`config.mk`:
```
export PLATFORM = sky130hd
export DESIGN_NAME = approx_dna_window_matcher_top
export DESIGN_NICKNAME = d
export VERILOG_FILES = /design/src/adwm_pkg.sv /design/src/adwm_cell.sv /design/src/approx_dna_window_matcher_top.sv
export SDC_FILE = /design/constraint.sdc
export NUM_CORES = 2
export LEC_CHECK = 0
export BUFFER_PORTS_ARGS = -buffer_cell sky130_fd_sc_hd__buf_2
export CAP_MARGIN = 20
export CORE_MARGIN = 4
export CORE_UTILIZATION = 30
export CTS_BUF_LIST = sky130_fd_sc_hd__clkbuf_4
export CTS_CLUSTER_SIZE = 25
export DETAILED_ROUTE_END_ITERATION = 10
export GPL_TIMING_DRIVEN = 0
export PLACE_DENSITY = 0.46
export SYNTH_ARGS = -nofsm -noshare
export SYNTH_HDL_FRONTEND = slang
export SYNTH_SLANG_ARGS = --single-unit
export TNS_END_PERCENT = 50
```
`constraint.sdc`:
```
create_clock -name i_clk -period 19.75 [get_ports i_clk]
set_clock_uncertainty 0.05 [all_clocks]
set_input_delay 5.925 -clock i_clk [delete_from_list [all_inputs] [get_ports i_clk]]
set_output_delay 5.925 -clock i_clk [all_outputs]
set_load 0.02 [all_outputs]
```
`src/adwm_pkg.sv`:
```
// ----------------------------------------------------------------------------
// adwm_pkg: shared types and constants of the DNA window matcher
// Transaction structs, register indexes and the scan token carried by the
// cell chain.
// ----------------------------------------------------------------------------
`default_nettype none

package adwm_pkg;

    localparam int DEF_MAX_PATTERN = 32;
    localparam int DEF_POS_WIDTH   = 32;

    localparam int CFG_IDX_W  = 3;
    localparam int CFG_DATA_W = 64;
    localparam int LIM_W      = 6;
    // counts up to 127 mismatches
    localparam int CNT_W      = 7;

    localparam logic [CFG_IDX_W-1:0] REG_PATTERN   = 3'd0;
    localparam logic [CFG_IDX_W-1:0] REG_LENGTH    = 3'd1;
    localparam logic [CFG_IDX_W-1:0] REG_MAX_TOTAL = 3'd2;
    localparam logic [CFG_IDX_W-1:0] REG_MAX_RUN   = 3'd3;

    localparam logic [LIM_W-1:0] LENGTH_RST    = 6'd32;
    localparam logic [LIM_W-1:0] MAX_TOTAL_RST = 6'd3;
    localparam logic [LIM_W-1:0] MAX_RUN_RST   = 6'd0;

    typedef struct packed {
        logic [1:0] base;
        logic       last_base;
    } t_in;

    typedef struct packed {
        logic [31:0] position;
        logic        forward_match;
        logic        reverse_match;
        logic [31:0] match_number;
    } t_out;

    typedef struct packed {
        logic [CNT_W-1:0] tot;
        logic [CNT_W-1:0] run;
        logic             ok;
    } t_dir;

    typedef struct packed {
        logic valid;
        t_dir fwd;
        t_dir rev;
    } t_tok;

    // pattern base j, zero above the 32 bases of the register
    function automatic logic [1:0] pat_base(input logic [63:0] pattern,
                                            input logic [6:0]  j);
        logic [1:0] b;
        b = 2'd0;
        if (j < 7'd32) begin
            b = pattern[{j[4:0], 1'b0} +: 2];
        end
        return b;
    endfunction

endpackage

`default_nettype wire

```
`src/adwm_cell.sv`:
```
// ----------------------------------------------------------------------------
// adwm_cell: one window cell
// Holds one window base, shifts it on to the next cell and updates the scan
// token for both directions as it passes.
// ----------------------------------------------------------------------------
`default_nettype none

module adwm_cell
    import adwm_pkg::*;
#(
    parameter int MAX_PATTERN = DEF_MAX_PATTERN,
    parameter int CELL_IDX    = 0,
    localparam int IDX_W      = $clog2(MAX_PATTERN)
) (
    input  wire logic              i_clk,
    input  wire logic              i_rst_n,
    input  wire logic              i_shift,
    input  wire logic              i_clear,
    input  wire logic [1:0]        i_base,
    output logic      [1:0]        o_base,
    input  wire t_tok              i_tok,
    output t_tok                   o_tok,
    input  wire logic [63:0]       i_pattern,
    input  wire logic [IDX_W-1:0]  i_len_m1,
    input  wire logic [LIM_W-1:0]  i_max_tot,
    input  wire logic [LIM_W-1:0]  i_max_run
);

    logic [1:0]       r_base;
    t_tok             r_tok;
    t_tok             n_tok;
    logic [IDX_W-1:0] w_fwd_idx;
    logic             w_mm_fwd;
    logic             w_mm_rev;

    function automatic t_dir dir_step(input t_dir d, input logic mm,
                                      input logic [LIM_W-1:0] mt,
                                      input logic [LIM_W-1:0] mr);
        t_dir r;
        r.run = mm ? d.run + CNT_W'(1) : '0;
        r.tot = d.tot + CNT_W'(mm);
        r.ok  = d.ok & ~(mm & ((r.run > CNT_W'(mr)) | (r.tot > CNT_W'(mt))));
        return r;
    endfunction

    // forward compare pairs this cell with pattern base len-1-idx
    assign w_fwd_idx = i_len_m1 - IDX_W'(CELL_IDX);
    assign w_mm_fwd  = r_base != pat_base(i_pattern, 7'(w_fwd_idx));
    assign w_mm_rev  = r_base != pat_base(i_pattern, 7'(CELL_IDX));

    always_comb begin
        n_tok       = i_tok;
        n_tok.fwd   = dir_step(i_tok.fwd, w_mm_fwd, i_max_tot, i_max_run);
        n_tok.rev   = dir_step(i_tok.rev, w_mm_rev, i_max_tot, i_max_run);
    end

    always_ff @(posedge i_clk) begin
        if (!i_rst_n) begin
            r_base <= 2'd0;
            r_tok  <= '0;
        end else begin
            if (i_clear) begin
                r_base <= 2'd0;
            end else if (i_shift) begin
                r_base <= i_base;
            end
            r_tok <= n_tok;
        end
    end

    assign o_base = r_base;
    assign o_tok  = r_tok;

endmodule

`default_nettype wire

```
`src/approx_dna_window_matcher_top.sv`:
```
// ----------------------------------------------------------------------------
// approx_dna_window_matcher_top: k-mismatch window matcher, forward and reverse
// Streams 2-bit bases through a chain of window cells and reports windows
// that match the configured pattern within the mismatch limits.
// ----------------------------------------------------------------------------
// Usage:
//   Input channel (i_in_valid / o_in_ready) takes one base per transaction,
//   with last_base marking the end of a sequence. Output channel
//   (o_out_valid / i_out_ready) gives one result transaction per matching
//   window. Configuration writes (i_cfg_valid / o_cfg_ready) set the pattern,
//   its length and the two mismatch limits; the user must write them only
//   while the block is idle, as the block itself does not enforce it.
//   While the window is not yet full a base is taken without a scan. Once it
//   is full, a scan token walks the cell chain one cell per cycle through
//   the active cells; the verdict is then captured from the last active cell
//   and the output register is loaded with the result. The next base is
//   taken only once the scan is done and the block is idle again.
//   The output register lets the next base enter while a result waits; a
//   stalled receiver holds the block only when a second result is ready.
//   Reset clears the window, the counters and the output valid flag, and
//   loads the register defaults (length 32, total limit 3, run limit 0).
//   After the last base of a sequence, window and counters return to zero.
// ----------------------------------------------------------------------------
`default_nettype none

module approx_dna_window_matcher_top
    import adwm_pkg::*;
#(
    parameter int MAX_PATTERN = DEF_MAX_PATTERN,
    parameter int POS_WIDTH   = DEF_POS_WIDTH
) (
    input  wire logic                  i_clk,
    input  wire logic                  i_rst_n,
    input  wire logic                  i_in_valid,
    output logic                       o_in_ready,
    input  wire t_in                   i_in,
    input  wire logic                  i_cfg_valid,
    output logic                       o_cfg_ready,
    input  wire logic [CFG_IDX_W-1:0]  i_cfg_index,
    input  wire logic [CFG_DATA_W-1:0] i_cfg_data,
    output logic                       o_out_valid,
    input  wire logic                  i_out_ready,
    output t_out                       o_out
);

    localparam int IDX_W = $clog2(MAX_PATTERN);
    localparam int LEN_W = $clog2(MAX_PATTERN + 1);

    localparam logic [1:0] ST_IDLE = 2'd0;
    localparam logic [1:0] ST_SCAN = 2'd1;
    localparam logic [1:0] ST_HOLD = 2'd2;

    logic [1:0]           r_state;
    logic [1:0]           n_state;
    logic [63:0]          r_pattern;
    logic [LIM_W-1:0]     r_plen;
    logic [LIM_W-1:0]     r_max_tot;
    logic [LIM_W-1:0]     r_max_run;
    logic [LEN_W-1:0]     r_fill;
    logic [POS_WIDTH-1:0] r_base_cnt;
    logic [POS_WIDTH-1:0] r_match_cnt;
    logic [POS_WIDTH-1:0] r_pos;
    logic                 r_launch;
    logic                 r_last;
    logic                 r_fwd;
    logic                 r_rev;
    logic                 r_out_vld;
    t_out                 r_out;

    logic [LEN_W-1:0]       w_len;
    logic [IDX_W-1:0]       w_len_m1;
    logic [LEN_W-1:0]       w_fill_inc;
    logic                   w_full;
    logic                   w_accept;
    logic                   w_hit;
    logic                   w_out_free;
    logic                   w_finish;
    logic                   w_load;
    logic                   w_clear;
    t_tok                   w_sel;
    t_tok                   w_tok_head;
    logic [POS_WIDTH+31:0]  w_pos_ext;
    logic [POS_WIDTH+31:0]  w_num_ext;

    logic [1:0] w_base  [MAX_PATTERN];
    t_tok       w_tok   [MAX_PATTERN];

    // effective pattern length, clamped to 1..MAX_PATTERN
    always_comb begin
        if (r_plen == '0) begin
            w_len = LEN_W'(1);
        end else if (32'(r_plen) > MAX_PATTERN) begin
            w_len = LEN_W'(MAX_PATTERN);
        end else begin
            w_len = LEN_W'(r_plen);
        end
    end
    assign w_len_m1 = IDX_W'(w_len - LEN_W'(1));

    assign w_fill_inc = (r_fill < LEN_W'(MAX_PATTERN)) ? r_fill + LEN_W'(1) : r_fill;
    assign w_full     = w_fill_inc >= w_len;
    assign o_in_ready = r_state == ST_IDLE;
    assign w_accept   = i_in_valid && o_in_ready;

    assign w_sel      = w_tok[w_len_m1];
    assign w_hit      = r_fwd | r_rev;
    assign w_out_free = !r_out_vld || i_out_ready;
    assign w_finish   = (r_state == ST_HOLD) && (!w_hit || w_out_free);
    assign w_load     = (r_state == ST_HOLD) && w_hit && w_out_free;
    assign w_clear    = (w_accept && !w_full && i_in.last_base) || (w_finish && r_last);

    always_comb begin
        w_tok_head         = '0;
        w_tok_head.valid   = r_launch;
        w_tok_head.fwd.ok  = 1'b1;
        w_tok_head.rev.ok  = 1'b1;
    end

    genvar gi;
    generate
        for (gi = 0; gi < MAX_PATTERN; gi++) begin : g_cell
            adwm_cell #(
                .MAX_PATTERN (MAX_PATTERN),
                .CELL_IDX    (gi)
            ) u_cell (
                .i_clk     (i_clk),
                .i_rst_n   (i_rst_n),
                .i_shift   (w_accept),
                .i_clear   (w_clear),
                .i_base    ((gi == 0) ? i_in.base : w_base[(gi == 0) ? 0 : gi - 1]),
                .o_base    (w_base[gi]),
                .i_tok     ((gi == 0) ? w_tok_head : w_tok[(gi == 0) ? 0 : gi - 1]),
                .o_tok     (w_tok[gi]),
                .i_pattern (r_pattern),
                .i_len_m1  (w_len_m1),
                .i_max_tot (r_max_tot),
                .i_max_run (r_max_run)
            );
        end
    endgenerate

    always_comb begin
        n_state = r_state;
        unique case (r_state)
            ST_IDLE: begin
                if (w_accept && w_full) begin
                    n_state = ST_SCAN;
                end
            end
            ST_SCAN: begin
                if (w_sel.valid) begin
                    n_state = ST_HOLD;
                end
            end
            ST_HOLD: begin
                if (w_finish) begin
                    n_state = ST_IDLE;
                end
            end
            default: begin
                n_state = ST_IDLE;
            end
        endcase
    end

    // configuration port
    assign o_cfg_ready = 1'b1;

    always_ff @(posedge i_clk) begin
        if (!i_rst_n) begin
            r_pattern <= '0;
            r_plen    <= LENGTH_RST;
            r_max_tot <= MAX_TOTAL_RST;
            r_max_run <= MAX_RUN_RST;
        end else if (i_cfg_valid && o_cfg_ready) begin
            unique case (i_cfg_index)
                REG_PATTERN:   r_pattern <= i_cfg_data;
                REG_LENGTH:    r_plen    <= i_cfg_data[LIM_W-1:0];
                REG_MAX_TOTAL: r_max_tot <= i_cfg_data[LIM_W-1:0];
                REG_MAX_RUN:   r_max_run <= i_cfg_data[LIM_W-1:0];
                default: begin
                end
            endcase
        end
    end

    always_ff @(posedge i_clk) begin
        if (!i_rst_n) begin
            r_state     <= ST_IDLE;
            r_fill      <= '0;
            r_base_cnt  <= '0;
            r_match_cnt <= '0;
            r_launch    <= 1'b0;
            r_last      <= 1'b0;
            r_fwd       <= 1'b0;
            r_rev       <= 1'b0;
            r_out_vld   <= 1'b0;
        end else begin
            r_state  <= n_state;
            r_launch <= w_accept && w_full;

            if (w_accept) begin
                r_last <= i_in.last_base;
                r_pos  <= r_base_cnt - POS_WIDTH'(w_len_m1);
                if (i_in.last_base) begin
                    r_fill     <= '0;
                    r_base_cnt <= '0;
                end else begin
                    r_fill     <= w_fill_inc;
                    r_base_cnt <= r_base_cnt + POS_WIDTH'(1);
                end
            end

            // capture the verdict as the token leaves the last active cell
            if (r_state == ST_SCAN && w_sel.valid) begin
                r_fwd <= w_sel.fwd.ok;
                r_rev <= w_sel.rev.ok;
            end

            if ((w_accept && !w_full && i_in.last_base) || (w_finish && r_last)) begin
                r_match_cnt <= '0;
            end else if (w_load) begin
                r_match_cnt <= r_match_cnt + POS_WIDTH'(1);
            end

            if (w_load) begin
                r_out_vld <= 1'b1;
            end else if (i_out_ready) begin
                r_out_vld <= 1'b0;
            end
        end
    end

    assign w_pos_ext = {32'b0, r_pos};
    assign w_num_ext = {32'b0, r_match_cnt};

    // output payload, held until taken
    always_ff @(posedge i_clk) begin
        if (w_load) begin
            r_out.position      <= w_pos_ext[31:0];
            r_out.forward_match <= r_fwd;
            r_out.reverse_match <= r_rev;
            r_out.match_number  <= w_num_ext[31:0];
        end
    end

    assign o_out_valid = r_out_vld;
    assign o_out       = r_out;

endmodule

`default_nettype wire

```
After elaboration in Yosys (flattened, before gate mapping)
Cells that the tools add are included.
{"block": "totals", "reg_bits": 1313, "input_bits": 75, "output_inout_bits": 69, "elab_cells": 1033}
{"block": "op_classes", "n_mux": 78, "shift": 32, "eq_ne": 72, "add_sub_neg": 160, "bitwise": 257, "magnitude_cmp": 132, "n_reduce_logical": 26}
{"cell": "$shiftx 64x7->2", "n": 32}
{"cell": "$gt 7x6->1", "n": 126}
{"cell": "$add 7x1->7", "n": 62}
{"cell": "$add 7x1->7 const B", "n": 62}
{"cell": "$mux 7", "n": 62}
{"cell": "$bmux 31 s5", "n": 1}
{"cell": "$ne 2x2->1", "n": 64}
{"cell": "$and 1x1->1", "n": 126}
{"cell": "$sub 5x5->5 const B", "n": 16}
{"cell": "$not 1->1", "n": 65}
{"cell": "$or 1x1->1", "n": 65}
{"cell": "$add 32x1->32 const B", "n": 2}
{"cell": "$mux 31", "n": 2}
{"cell": "$sub 5x4->5 const B", "n": 8}
{"cell": "$mux 32", "n": 1}
{"cell": "$sub 32x5->32", "n": 1}
{"cell": "$mux 6", "n": 4}
{"cell": "$sub 5x3->5 const B", "n": 4}
{"cell": "$gt 1x6->1", "n": 2}
{"cell": "$reduce_and 2->1", "n": 5}
{"cell": "$sub 5x1->5 const B", "n": 2}
{"cell": "$sub 5x2->5 const B", "n": 2}
{"cell": "$logic_and 1x1->1", "n": 9}
{"cell": "$add 6x1->6 const B", "n": 1}
{"cell": "other kinds (22)", "n": 33}

Logic depth before layout (Yosys ltp)
{"block": "depth", "ltp_word": 13, "ltp_mapped": 35, "depth_no_buf": 25}

Hierarchy
A second synthesis with hierarchy kept.
{"block": "hier_totals", "cells_unflattened": 10175, "hier_area_um2": 96022.1}
{"module": "approx_dna_window_matcher_top", "area_each_um2": 11528.6, "seq_area_each_um2": 6125.9, "instances": 1, "cells_each": 1129}
{"module": "adwm_cell at g_cell[14].u_cell", "area_each_um2": 2731.4, "seq_area_each_um2": 660.6, "instances": 1, "cells_each": 288}
{"module": "adwm_cell at g_cell[9].u_cell", "area_each_um2": 2713.9, "seq_area_each_um2": 660.6, "instances": 1, "cells_each": 278}
{"module": "adwm_cell at g_cell[6].u_cell", "area_each_um2": 2703.8, "seq_area_each_um2": 660.6, "instances": 1, "cells_each": 284}
{"module": "adwm_cell at g_cell[11].u_cell", "area_each_um2": 2702.6, "seq_area_each_um2": 660.6, "instances": 1, "cells_each": 278}
{"module": "adwm_cell at g_cell[3].u_cell", "area_each_um2": 2681.3, "seq_area_each_um2": 660.6, "instances": 1, "cells_each": 278}
{"module": "adwm_cell at g_cell[19].u_cell", "area_each_um2": 2677.6, "seq_area_each_um2": 660.6, "instances": 1, "cells_each": 275}
{"module": "adwm_cell at g_cell[10].u_cell", "area_each_um2": 2675.1, "seq_area_each_um2": 660.6, "instances": 1, "cells_each": 304}
{"module": "adwm_cell at g_cell[21].u_cell", "area_each_um2": 2675.1, "seq_area_each_um2": 660.6, "instances": 1, "cells_each": 278}
{"module": "adwm_cell at g_cell[26].u_cell", "area_each_um2": 2670.1, "seq_area_each_um2": 660.6, "instances": 1, "cells_each": 301}
{"module": "adwm_cell at g_cell[15].u_cell", "area_each_um2": 2667.6, "seq_area_each_um2": 660.6, "instances": 1, "cells_each": 276}
{"module": "adwm_cell at g_cell[13].u_cell", "area_each_um2": 2663.8, "seq_area_each_um2": 660.6, "instances": 1, "cells_each": 282}
{"module": "adwm_cell at g_cell[29].u_cell", "area_each_um2": 2663.8, "seq_area_each_um2": 660.6, "instances": 1, "cells_each": 280}
{"module": "adwm_cell at g_cell[18].u_cell", "area_each_um2": 2660.1, "seq_area_each_um2": 660.6, "instances": 1, "cells_each": 302}
{"module": "+19 rows"}

Worst setup path before layout
Ideal clock, no wire load.
{"block": "synth_timing", "path_type": "input to register", "start": "input i_out_ready", "end": "register r_match_cnt[31]", "stages": 9, "setup_time_ps": 128, "t_arrival_ps": 15756, "path_slack_ps": 3817, "path_buffers": 0, "cell_sequence": "nand2b_1 > nor4b_1 > nand4_1 > nor3_1 > and2_1 > and3_1 > nand4_1 > xor2_1 > nor2_1"}
{"block": "synth_via", "word_cells_on_any_way": 7, "classes_between": "reduce/logical (7)"}
{"item": "start: declaration", "line": "approx_dna_window_matcher_top.sv:42", "text": "input wire logic i_out_ready,"}
{"item": "$logic_or 1x1->1", "line": "approx_dna_window_matcher_top.sv:107", "text": "assign w_out_free = !r_out_vld || i_out_ready;"}
{"item": "$logic_and 1x1->1", "line": "approx_dna_window_matcher_top.sv:109", "text": "assign w_load = (r_state == ST_HOLD) && w_hit && w_out_free;"}
{"item": "net w_load", "line": "approx_dna_window_matcher_top.sv:78", "text": "logic w_load;"}
{"item": "end signal: assignment", "line": "approx_dna_window_matcher_top.sv:223", "text": "r_match_cnt <= r_match_cnt + POS_WIDTH'(1);"}
{"item": "end: declaration", "line": "approx_dna_window_matcher_top.sv:61", "text": "logic [POS_WIDTH-1:0] r_match_cnt;"}
The timed path passes the listed nets, and every way through them passes these cells.
A chain may end at the register's enable or synchronous reset.

==> reports/metrics.yaml <==
die:
  core-area_sq_um: 236100
  num_io_pins: 144
  rows: 178
  die_x_microns: 496.1
  die_h_microns: 496.1
  initial_core_util: 0.3028
  dieArea_sq_um: 246100
cts:
  clockBufferDepth: 4
  root_buffer: "clkbuf_4"
  clock_sinks: 1197
  worstSkewPairLatency_ns: 1.38
  postCtsResizedCells: 0
  h-tree-depth: 5
  cts_tree: "done"
  postCtsSetupRepairBufs: 0
  clk_pin_slew_ns: 0.06
  tritoncts.num_buffers: 355
  cts_hold_buf: 0
routing:
  routed_wl_microns: 262600
  vias: 59760
  detail_route.wl_per_cell_microns: 22.32
  drt_iter0_markers: 3942
  via_per_inst: 5.079
  dr.pass1.iters: 6
  antenna_left: 0
  drcViolationCount: 0
grt:
  use_met2: 0.3424
  gr-usage-met1: 0.2724
  grt_pass1_wl_microns: 384500
  grt_pass1_vias: 60160
  grtUsageMet3: 0.03472
  antenna_found_initial: 13
  grt_busiest_layer: "met2"
  grt_usage: 0.2084
  grt_overflow: 0
  grt_max_degree: 48
timing:
  setup_viol: 0
  finalHoldViolCount: 0
  rsz0062_at_grt: "no"
  slew_viol_final: 0
  worstMarginPinSlew_ns: 1.172
  period_needed_ns: 10.43
  max_slew_margin: 0.2184
  clock.fmax_mhz: 95.90
  fin_setup_tns_ns: 0
  fin_crit_sh: 0.5280
finish:
  area_delta_synth_final_pct: 13.78
  final_cell_mix: "dfxtp_1 (1,097), ha_1 (909), nor2_1 (567)"
  mostFrequentLayoutCell: "dfxtp_1"
  n_fill_cell: 24740
  nets: 9347
  drive_above_1_share: 0.1126
logic_synthesis:
  ys_seq_area_frac: 0.3490
  yosysUniqueCellTypes: 91
  synth_flop_cell: "dfxtp_1"
  synth-adder-area-share: 0.1597
  synth_warnings: 0
  synth_top_family_by_area: "simple AND/OR/NAND/NOR gates"
  synthXorXnorAreaFrac: 0.09507
  yosysTopAreaCellShare: 0.3078
  avgSynthCellArea_sq_um: 9.150
  synth_compound_area_frac: 0.09213
  muxShareOfSynthArea: 0.05899
  syn-num-nets: 8797
  synth_area_leaders: "dfxtp_1 (31%), ha_1 (16%), xnor2_1 (4.8%)"
  synth-async-reset-ratio: 0
  synth_top_area_cell: "dfxtp_1"
  synthesis.area_sq_um: 71480
  ys_ff_latch: 1197
  synth_simple_gate_area_frac: 0.2168
  netlist_instances: 7812
  synth_edf_count: 98
run:
  drv_cap: 0
power:
  p_leak_nw: 34.80
  finalPower_mw: 5.417
  p_per_area_nw_per_um2: 66.61
  irDropWorstVdd_v: 0.00006121
critical_path:
  max_stage_delay_ns: 0.75
  endpoint_kind: "flop"
  rrSetupSlack_ns: 9.32
  path_common_cell: "buf_2"
  cp_max_fo: 10
  worstReg2RegEnd: "g_cell[12].u_cell.o_tok[15]$_SDFF_PN0_"
  path_depth: 30
  start_kind: "flop"
  cp_data_arrival_time_ns: 11.61
  worstRegToRegCells: 30
  path_buf_inv: 14
  worst-setup-path-type: "reg -> reg"
  cp_slowest_cell: "buf_2"
  required_ns: 20.93
  r2r_start: "r_plen[5]$_SDFFE_PN1P_"
  cp_top_family: "buffers and inverters"
placed_design:
  gp_congestion: 0.9413
  post-dp-hpwl_microns: 198200
  portBuffers: 141
min_path:
  hold_path_depth: 1
  hold_path.class: "reg -> reg"
  min_to: "g_cell[27].u_cell.o_tok[15]$_SDFF_PN0_"
  min_from: "g_cell[26].u_cell.o_tok[15]$_SDFF_PN0_"
status:
  status: "complete, no violations"
==> state kept, by name, summed over array words and instances, names as in the netlist <==
| name | count |
|---|---|
| g_cell.u_cell.o_base | 64 |
| g_cell.u_cell.o_tok | 876 |
| o_out | 66 |
| o_out_valid | 1 |
| r_base_cnt | 32 |
| r_fill | 6 |
| r_fwd | 1 |
| r_last | 1 |
| r_launch | 1 |
| r_match_cnt | 32 |
| r_max_run | 6 |
| r_max_tot | 6 |
| r_pattern | 64 |
| r_plen | 6 |
| r_pos | 32 |
| r_rev | 1 |
| r_state | 2 |
==> through the flow <==
stage | hold slack (ns) | utilization | instance area, sq um | setup WS [ns] | cells
after floorplan | 0.3503 | - | 71480 | 3.817 | 7812
after global placement | 0.3539 | 0.3225 | 76120 | -2.106 | 11100
after detailed placement | 0.3562 | 0.3263 | 77030 | 9.368 | 11150
after CTS | 0.3553 | 0.3442 | 81260 | 9.395 | 11750
after global routing | 0.3784 | 0.3445 | 81320 | 9.056 | 11760
final | 0.3589 | 0.3445 | 81330 | 9.323 | 11770
==> logic make-up (layout without fill, tap and decap cells) <==
kind of cell | Yosys count | count (layout)
buf+inv | 504 | 1299
compound gates | 1056 | 1056
flops | 1197 | 1197
mux | 320 | 320
simple gates | 3051 | 3051
other cells | 1 | 9
xor+xnor | 771 | 771
fa+ha+maj | 912 | 912
==> worst max-delay path by stage <==
stage / startpoint / endpoint / slack, ns
floorplan: i_out_ready / r_match_cnt[31]$_SDFFE_PP0P_ / 3.82
finish: r_plen[5]$_SDFFE_PN1P_ / g_cell[12].u_cell.o_tok[15]$_SDFF_PN0_ / 9.32
detailed placement: r_plen[5]$_SDFFE_PN1P_ / g_cell[12].u_cell.o_tok[15]$_SDFF_PN0_ / 9.37
CTS: r_plen[5]$_SDFFE_PN1P_ / g_cell[12].u_cell.o_tok[15]$_SDFF_PN0_ / 9.40
global placement: i_out_ready / r_match_cnt[31]$_SDFFE_PP0P_ / -2.11
global route: r_plen[5]$_SDFFE_PN1P_ / g_cell[12].u_cell.o_tok[15]$_SDFF_PN0_ / 9.06
==> power by group <==
part	switching [mW]	internal, mW	total [mW]
combinational	0.408	0.203	0.611
clock	1.11	1.19	2.31
sequential	0.0285	2.47	2.50
total	1.55	3.87	5.42
==> layer usage <==
layer | wire [microns] | vias to the layer above
li1 | - | 28810
met1 | 118500 | 28790
met2 | 119900 | 1661
met3 | 13410 | 503
met4 | 10760 | 0
met5 | 0 | -
==> cell usage after synthesis (10+ instances only) <==
| cell type | instances |
|---|---|
| nor3_1 | 238 |
| or2_2 | 29 |
| a31oi_1 | 18 |
| a211oi_1 | 42 |
| ha_1 | 909 |
| mux2_2 | 38 |
| nor2_1 | 568 |
| inv_1 | 191 |
| nor4_1 | 10 |
| xor2_1 | 376 |
| dfxtp_1 | 1099 |
| o211ai_1 | 26 |
| nor2b_1 | 142 |
| buf_1 | 22 |
| o21ai_0 | 218 |
| and2_1 | 432 |
| a21oi_1 | 385 |
| nand2_1 | 541 |
| nand4_1 | 98 |
| clkbuf_1 | 233 |
| o21a_1 | 71 |
| mux4_2 | 76 |
| nor3b_1 | 35 |
| o211a_1 | 16 |
| a22oi_1 | 22 |
| o22ai_1 | 49 |
| nand2b_1 | 138 |
| o2111ai_1 | 12 |
| xnor2_1 | 391 |
| and3_1 | 237 |
| mux2i_1 | 202 |
| edfxtp_1 | 98 |
| nand3_1 | 532 |
| buf_2 | 37 |
| a21o_1 | 112 |
| and4_1 | 15 |
==> cell type report <==
type	count	area, sq um	share of cell area
multi-input cells	6111	44530	0.5476
inverters	197	777.0	0.009554
flip-flops and latches	1197	24950	0.3068
well taps	3150	3941	0.04846
repair buffers	193	1569	0.01929
plain buffers	307	1299	0.01597
clock buffers	497	3731	0.04588
clock inverters	105	506.7	0.006231
diodes	8	20.02	0.0002461
(Power assumes the default switching activity.)
